File: src/hw/rtl/utc_pkg.sv
// Package: shared constants, types and helpers for the UTF-8 text classifier.
package utc_pkg;

	localparam int COUNT_BITS_DEF = 32;
	localparam int CFG_BITS = 32;
	localparam logic [CFG_BITS-1:0] LEN_LIMIT_RESET = 32'd65536;

	localparam int BYTE_BITS = 8;
	localparam int CP_BITS = 21;
	localparam int OUT_TDATA_BITS = 8;

	localparam logic [CP_BITS-1:0] CP_MAX = 21'h10FFFF;
	localparam logic [CP_BITS-1:0] CP_REPLACEMENT = 21'h00FFFD;
	localparam logic [CP_BITS-1:0] CP_SURR_LO = 21'h00D800;
	localparam logic [CP_BITS-1:0] CP_SURR_HI = 21'h00DFFF;
	localparam logic [CP_BITS-1:0] CP_MIN_2B = 21'h000080;
	localparam logic [CP_BITS-1:0] CP_MIN_3B = 21'h000800;
	localparam logic [CP_BITS-1:0] CP_MIN_4B = 21'h010000;

	localparam logic [BYTE_BITS-1:0] CTRL_LIMIT = 8'h20;
	localparam logic [BYTE_BITS-1:0] CHAR_TAB = 8'h09;
	localparam logic [BYTE_BITS-1:0] CHAR_LF = 8'h0A;
	localparam logic [BYTE_BITS-1:0] CHAR_CR = 8'h0D;

	typedef enum logic [2:0] {
		VERDICT_TEXT     = 3'd0,
		VERDICT_EMPTY    = 3'd1,
		VERDICT_TOO_LONG = 3'd2,
		VERDICT_INVALID  = 3'd3,
		VERDICT_CONTROLS = 3'd4
	} verdict_t;

	// per-transaction step control shared by the state blocks
	typedef struct packed {
		logic en;
		logic has_byte;
		logic last;
	} step_t;

	function automatic logic is_control(input logic [BYTE_BITS-1:0] b);
		return (b < CTRL_LIMIT) && (b != CHAR_TAB) && (b != CHAR_LF) && (b != CHAR_CR);
	endfunction

endpackage

File: src/hw/rtl/utf8_text_classifier_unit.sv
// Top level: byte-stream UTF-8 validator and plain-text classifier.
//
//  channel | signals                          | payload
//  --------+----------------------------------+--------------------------------------
//  cfg     | cfg_we, cfg_wdata                | len_limit[31:0]
//  in      | s_tvalid, s_tready, s_tlast/tuser| tdata: data_byte; tuser: no_byte
//  out     | m_tvalid, m_tready               | tdata: is_text, utf8_valid, verdict
//
// One byte per cycle unless a stalled result holds a last transaction: a transaction is
// registered in the input register, then decoded and counted from there, and its verdict is
// registered in the output register.
// Reset clears all string state and loads the length limit with 65536.
// A stalled result holds the input only once the next last transaction
// reaches the input register; bytes ahead of it flow.
module utf8_text_classifier_unit
	import utc_pkg::*;
#(
	parameter int COUNT_BITS = COUNT_BITS_DEF
) (
	input  logic                      clk,
	input  logic                      arst_n,
	input  logic                      cfg_we,
	input  logic [CFG_BITS-1:0]       cfg_wdata,
	input  logic                      s_tvalid,
	output logic                      s_tready,
	input  logic [BYTE_BITS-1:0]      s_tdata,  // [7:0] data_byte
	input  logic                      s_tlast,  // last_byte
	input  logic                      s_tuser,  // no_byte
	output logic                      m_tvalid,
	input  logic                      m_tready,
	output logic [OUT_TDATA_BITS-1:0] m_tdata   // [0] is_text, [1] utf8_valid, [4:2] verdict
);

	localparam int CMP_BITS = (COUNT_BITS > CFG_BITS) ? COUNT_BITS : CFG_BITS;

	logic [CFG_BITS-1:0]       len_limit_q;
	logic                      in_valid_s1;
	logic [BYTE_BITS-1:0]      in_byte_s1;
	logic                      in_last_s1;
	logic                      in_none_s1;
	logic                      adv;
	step_t                     step;
	logic                      valid_next;
	logic [COUNT_BITS-1:0]     byte_next, ctrl_next;
	logic                      exceed_next;
	verdict_t                  verdict;
	logic                      out_valid_q;
	logic [OUT_TDATA_BITS-1:0] out_data_q;

	always_ff @(posedge clk or negedge arst_n) begin
		if (!arst_n) begin
			len_limit_q <= LEN_LIMIT_RESET;
		end else if (cfg_we) begin
			len_limit_q <= cfg_wdata;
		end
	end

	assign adv = in_valid_s1 && (!in_last_s1 || !out_valid_q || m_tready);
	assign s_tready = !in_valid_s1 || adv;

	always_ff @(posedge clk or negedge arst_n) begin
		if (!arst_n) begin
			in_valid_s1 <= 1'b0;
		end else if (s_tready) begin
			in_valid_s1 <= s_tvalid;
		end
	end

	always_ff @(posedge clk) begin
		if (s_tready && s_tvalid) begin
			in_byte_s1 <= s_tdata;
			in_last_s1 <= s_tlast;
			in_none_s1 <= s_tuser;
		end
	end

	assign step = '{en: adv, has_byte: adv && !in_none_s1, last: in_last_s1};

	utc_utf8_decoder u_dec (
		.clk        (clk),
		.arst_n     (arst_n),
		.step       (step),
		.data_byte  (in_byte_s1),
		.valid_next (valid_next)
	);

	utc_length_counter #(
		.COUNT_BITS (COUNT_BITS)
	) u_cnt (
		.clk         (clk),
		.arst_n      (arst_n),
		.step        (step),
		.data_byte   (in_byte_s1),
		.byte_next   (byte_next),
		.ctrl_next   (ctrl_next),
		.exceed_next (exceed_next)
	);

	always_comb begin
		if (byte_next == '0 && !exceed_next) begin
			verdict = VERDICT_EMPTY;
		end else if (exceed_next || CMP_BITS'(byte_next) > CMP_BITS'(len_limit_q)) begin
			verdict = VERDICT_TOO_LONG;
		end else if (!valid_next) begin
			verdict = VERDICT_INVALID;
		end else if (ctrl_next > (byte_next >> 2)) begin
			verdict = VERDICT_CONTROLS;
		end else begin
			verdict = VERDICT_TEXT;
		end
	end

	always_ff @(posedge clk or negedge arst_n) begin
		if (!arst_n) begin
			out_valid_q <= 1'b0;
		end else if (adv && in_last_s1) begin
			out_valid_q <= 1'b1;
		end else if (m_tready) begin
			out_valid_q <= 1'b0;
		end
	end

	always_ff @(posedge clk) begin
		if (adv && in_last_s1) begin
			out_data_q <= {3'b000, verdict, valid_next, verdict == VERDICT_TEXT};
		end
	end

	assign m_tvalid = out_valid_q;
	assign m_tdata = out_data_q;

endmodule

File: src/hw/rtl/utc_utf8_decoder.sv
// Strict UTF-8 decoder state and its single-step update.
module utc_utf8_decoder
	import utc_pkg::*;
(
	input  logic                 clk,
	input  logic                 arst_n,
	input  step_t                step,
	input  logic [BYTE_BITS-1:0] data_byte,
	output logic                 valid_next
);

	logic [1:0]         pend_q, pend_n;
	logic [1:0]         wid_q, wid_n;
	logic [CP_BITS-1:0] cp_q, cp_n;
	logic               err_q, err_n;

	always_comb begin
		pend_n = pend_q;
		wid_n = wid_q;
		cp_n = cp_q;
		err_n = err_q;
		if (step.has_byte && !err_q) begin
			if (pend_q == 2'd0) begin
				if (data_byte == '0) begin
					err_n = 1'b1;
				end else if (!data_byte[7]) begin
					err_n = 1'b0;
				end else if (data_byte[7:5] == 3'b110) begin
					cp_n = {16'd0, data_byte[4:0]};
					if (data_byte[4:0] == 5'd0) begin
						err_n = 1'b1;
					end else begin
						wid_n = 2'd1;
						pend_n = 2'd1;
					end
				end else if (data_byte[7:4] == 4'b1110) begin
					cp_n = {17'd0, data_byte[3:0]};
					wid_n = 2'd2;
					pend_n = 2'd2;
				end else if (data_byte[7:3] == 5'b11110) begin
					cp_n = {18'd0, data_byte[2:0]};
					wid_n = 2'd3;
					pend_n = 2'd3;
				end else begin
					err_n = 1'b1;
				end
			end else if (data_byte[7:6] != 2'b10) begin
				err_n = 1'b1;
				pend_n = 2'd0;
			end else begin
				cp_n = {cp_q[CP_BITS-7:0], data_byte[5:0]};
				pend_n = pend_q - 2'd1;
				if (pend_q == 2'd1) begin
					if ((wid_q == 2'd1 && cp_n < CP_MIN_2B) ||
					    (wid_q == 2'd2 && cp_n < CP_MIN_3B) ||
					    (wid_q == 2'd3 && cp_n < CP_MIN_4B) ||
					    cp_n > CP_MAX ||
					    (cp_n >= CP_SURR_LO && cp_n <= CP_SURR_HI) ||
					    cp_n == CP_REPLACEMENT) begin
						err_n = 1'b1;
					end
				end
			end
		end
	end

	assign valid_next = !err_n && (pend_n == 2'd0);

	always_ff @(posedge clk or negedge arst_n) begin
		if (!arst_n) begin
			pend_q <= '0;
			wid_q <= '0;
			cp_q <= '0;
			err_q <= 1'b0;
		end else if (step.en) begin
			if (step.last) begin
				pend_q <= '0;
				wid_q <= '0;
				cp_q <= '0;
				err_q <= 1'b0;
			end else begin
				pend_q <= pend_n;
				wid_q <= wid_n;
				cp_q <= cp_n;
				err_q <= err_n;
			end
		end
	end

endmodule

File: src/hw/rtl/utc_length_counter.sv
// Saturating byte and control-byte counters with the overlength flag.
module utc_length_counter
	import utc_pkg::*;
#(
	parameter int COUNT_BITS = COUNT_BITS_DEF
) (
	input  logic                  clk,
	input  logic                  arst_n,
	input  step_t                 step,
	input  logic [BYTE_BITS-1:0]  data_byte,
	output logic [COUNT_BITS-1:0] byte_next,
	output logic [COUNT_BITS-1:0] ctrl_next,
	output logic                  exceed_next
);

	localparam logic [COUNT_BITS-1:0] CNT_MAX = {COUNT_BITS{1'b1}};

	logic [COUNT_BITS-1:0] byte_q, ctrl_q;
	logic                  exceed_q;

	always_comb begin
		byte_next = byte_q;
		ctrl_next = ctrl_q;
		exceed_next = exceed_q;
		if (step.has_byte) begin
			if (byte_q == CNT_MAX) begin
				exceed_next = 1'b1;
			end else begin
				byte_next = byte_q + COUNT_BITS'(1);
			end
			if (is_control(data_byte) && ctrl_q != CNT_MAX) begin
				ctrl_next = ctrl_q + COUNT_BITS'(1);
			end
		end
	end

	always_ff @(posedge clk or negedge arst_n) begin
		if (!arst_n) begin
			byte_q <= '0;
			ctrl_q <= '0;
			exceed_q <= 1'b0;
		end else if (step.en) begin
			if (step.last) begin
				byte_q <= '0;
				ctrl_q <= '0;
				exceed_q <= 1'b0;
			end else begin
				byte_q <= byte_next;
				ctrl_q <= ctrl_next;
				exceed_q <= exceed_next;
			end
		end
	end

endmodule

File: config.mk
export PLATFORM = sky130hd
export DESIGN_NAME = utf8_text_classifier_unit
export DESIGN_NICKNAME = d
export VERILOG_FILES = /design/src/hw/rtl/utc_pkg.sv /design/src/hw/rtl/utf8_text_classifier_unit.sv /design/src/hw/rtl/utc_utf8_decoder.sv /design/src/hw/rtl/utc_length_counter.sv
export SDC_FILE = /design/constraint.sdc
export NUM_CORES = 1
export LEC_CHECK = 0
export ABC_AREA = 1
export BUFFER_PORTS_ARGS = -buffer_cell sky130_fd_sc_hd__buf_2
export CORE_ASPECT_RATIO = 1.5
export CORE_MARGIN = 10
export CORE_UTILIZATION = 55
export DETAILED_ROUTE_END_ITERATION = 8
export PLACE_DENSITY_LB_ADDON = 0.05
export SLEW_MARGIN = 10
export SYNTH_ARGS = -nofsm -noshare
export SYNTH_HDL_FRONTEND = slang
export SYNTH_SLANG_ARGS = --single-unit
export TNS_END_PERCENT = 1
File: constraint.sdc
create_clock -name clk -period 3.2 [get_ports clk]
set_input_delay 0.16 -clock clk [delete_from_list [all_inputs] [get_ports clk]]
set_output_delay 0.16 -clock clk [all_outputs]
set_load 0.05 [all_outputs]
==> results.toml <==
[outcome]
status = "finished with violations"
failed_checks = "setup timing"

[finish]
diodes = 0
synthToLayoutAreaGrowth_pct = 39.9
utilization_pct = 79.0
layout.nets = 1707
fillers = 1172
register_area_sq_um = 3430
multi_input_area_sq_um = 5370
drive_gt1_share_pct = 27.3

[routing]
drt_iter0_drc = 967
viasPerCell = 5.60
wire_per_inst_microns = 18.1
drc_errors = 0
first_pass_iters = 5
drt_wl_total_mm = 32.9
num_vias = 10100
antenna_left = 0

[global_routing]
grt_max_degree = 72
antenna_found_initial = 0
grt_pass1_wl_mm = 50.9
first_global_vias = 10300
grt_usage_pct = 28.3
grt_overflow = 0

[yosys]
syn-instance-count = 1275
synthXorXnorAreaFrac_pct = 3.97
yosys_warnings = 0
synth.distinct_cells = 49
ys_async_sr_fraction_pct = 88.8
synth_compound_area_share_pct = 11.6
synth_flop_cell = "dfrtp_1"
synthDominantCellAreaShare_pct = 32.0
synth.top_cells.by_area = "dfrtp_1 32%, nand2_1 14%, ha_1 9.0%"
synth_fa_ha_area_share_pct = 8.95
netlist_area_sq_um = 9230
synthSimpleGateAreaFrac_pct = 28.5
syn_avg_cell_area_sq_um = 7.24
synth_edf_count = 15
synth_mux_area_share_pct = 0.122
ys_ff_latch = 134
yosysTopAreaCell = "dfrtp_1"
ys_seq_area_share_pct = 37.2
synth.top_cells.by_count = "350 x nand2_1, 183 x inv_1, 118 x dfrtp_1"
yosysMostFrequentCell = "nand2_1"
synth_top_family_by_area = "simple AND/OR/NAND/NOR gates"

[timing]
worst_slew_pin_slew_ns = 0.906
fin_ws_ns = -0.254
relSlewSlack_pct = 39.6
hold_slack_ns = 0.112
fin_crit_sh_pct = 108
final_hold_viol_count = 0
drv_slew = 0
rsz0062_at_grt = "yes"
fmax_ghz = 0.290
min_period_ns = 3.45
setup_viol = 4
fin_skew_ns = 0.00994

[worst_setup_path]
path_cells = "nor2_2 > nor3_1 > a21oi_2 > nand2_2 > nor2_4 > buf_12 > nand2_2 > nor2_4 > nand2_2 > nor2_2 > xor2_1 > ha_1 > nand2_1 > o21ai_1 > a21oi_1 > nand3_1 > nand2_1 > nand2_1 > nand2_1 > nand2_1 > nand2_2 > nand2_2 > nand3b_1 > nor2_1"
cp_slowest_stage_delay_ns = 0.46
cp-start-kind = "flip-flop"
arrival_ns = 3.64
cp_data_required_time_ns = 3.38
cp-end-kind = "flip-flop"
critPathKind = "flip-flop to flip-flop"
cp_max_fo = 8
crit_slowest_cell = "edfxtp_1"

[die]
die-area_sq_um = 22500
die_y_microns = 179
core_sq_um = 16300
die_x_microns = 126
initial_core_util_pct = 56.5
num_rows = 57
io_pins = 57

[clock_tree]
clk_pin_slew_worst_paths_ns = 0.06
cts_buffer_depth = 2
htree_levels = 4
cts_buffers = 17
cts_root_buf = "clkbuf_16"
cts.sinks = 134
cts_tree = "done"
clkLatencyLatePin_ns = 0.43

[power_and_ir_drop]
peakVddDrop_mv = 0.318
p_comb_share_pct = 27.9
power_frac_clock_pct = 36.0
power.leakage_uw = 0.00654
p_sw_uw = 1800
swShare_pct = 33.3
power.density_nw_per_um2 = 419
power.share.sequential_pct = 36.1
internal-power_uw = 3600

[placement]
port_buffers = 53
place_congestion = 0.965
hpwl_mm = 22.7

[run]
maxCapViolations = 0

[min_path]
hp-class = "primary input to flip-flop"
## kinds of logic (layout without fill, tap and decap cells)
| group | Yosys count | after routing |
|---|---|---|
| AND/OR/NAND/NOR | 613 | 613 |
| buffers and inverters | 227 | 557 |
| AO/OA/AOI/OAI | 192 | 192 |
| flip-flops | 134 | 134 |
| adder cells (fa/ha/maj) | 66 | 66 |
| XOR/XNOR | 41 | 41 |
| other | 1 | 3 |
| multiplexers | 1 | 1 |
## per-layer routing
layer | GRT usage (%) | share of wire [%]
met5 | 0 | 0
met4 | 16.7 | 6.0
met3 | 4.60 | 5.1
met2 | 53.7 | 53
met1 | 28.3 | 36
## state kept, by name, indices dropped and copies added, names as in the netlist, 2 cells and up
| name | count |
|---|---|
| len_limit_q | 32 |
| u_cnt.byte_q | 32 |
| u_dec.wid_q | 2 |
| m_tdata | 5 |
| u_cnt.ctrl_q | 32 |
| u_dec.cp_q | 15 |
| in_byte_s1 | 8 |
| u_dec.pend_q | 2 |
## cells in the final DEF (no fill, tap or decap), drive strengths merged, types with 4 or more instances in the layout
cell | synthesis | layout
nor2 | 111 | 111
dfrtp | 118 | 118
buf | 15 | 292
inv | 187 | 190
nand3b | 5 | 5
nor3 | 21 | 21
xor2 | 39 | 39
nand2 | 357 | 357
o211ai | 4 | 4
a21oi | 34 | 34
clkbuf | 23 | 20
o22ai | 38 | 38
nor4 | 5 | 5
edfxtp | 15 | 15
nand3 | 88 | 88
clkinv | 2 | 7
o21ai | 100 | 100
dlygate4sd3 | 0 | 44
ha | 66 | 66
nand4 | 21 | 21
## path summary, 6_finish.rpt
kind                                start         endpoint  slack, ns  cells after the start
max                         in_byte_s1[1]       m_tdata[4]      -0.25                     24
min                              m_tready         m_tvalid       0.11                      5
max reg2reg                 in_byte_s1[1]       m_tdata[4]      -0.25                     24
min reg2reg                u_dec.cp_q[11]   u_dec.cp_q[11]       0.49                      2
max in group asynchronous          arst_n  u_cnt.byte_q[8]       2.05                      3
min in group asynchronous          arst_n  u_cnt.ctrl_q[7]       0.30                      2
## final cells by class
cell class                 count  share of cell area [%]
clock buffer                  20                    3.38
clock inverter                12                   0.989
inverter                     189                    5.50
multi-input combinational    916                    41.6
sequential                   134                    26.6
tap                          206                    2.00
timing repair buffer         336                    19.9
## critical path, delay by kind of cell (launching register included)
kind / cells / cell delay, ns
AOI/OAI and AO/OA: 3 / 0.41
and+or+nand+nor: 18 / 1.64
buffers and inverters: 1 / 0.15
DFF: 1 / 0.46
adders and majority gates: 1 / 0.28
xor gates and xnor gates: 1 / 0.26
## power groups by stage
stage	clock, uW	sequential (uW)	combinational (uW)
after floorplan	0	1990	728
after global placement	0	1970	1290
after detailed placement	0	1970	1320
after CTS	1940	1950	1420
after global routing	2020	1960	1650
final	1940	1950	1510
## repair_timing
item | CTS | global route
hold endpoints to repair | 90 | 0
setup endpoints to repair | 4 | 5
hold buffers | 44 | 0
buffers inserted | 25 | 12
pin swaps | 34 | 35
gates resized for setup | 61 | 62
## stage by stage
| stage | TNS [ns] | power, uW | setup WS [ns] | cell area, sq um | std cells |
|---|---|---|---|---|---|
| floorplan | 0 | 2710 | 0.0103 | 9230 | 1277 |
| global placement | -1.32 | 3260 | -0.359 | 11100 | 1700 |
| detailed placement | -1.55 | 3290 | -0.413 | 11100 | 1700 |
| CTS | -0.465 | 5310 | -0.173 | 12600 | 1801 |
| global route | -1.49 | 5630 | -0.501 | 12900 | 1813 |
| finish | -0.641 | 5400 | -0.254 | 12900 | 1813 |
No activity file was read; power rests on OpenSTA's default activity.
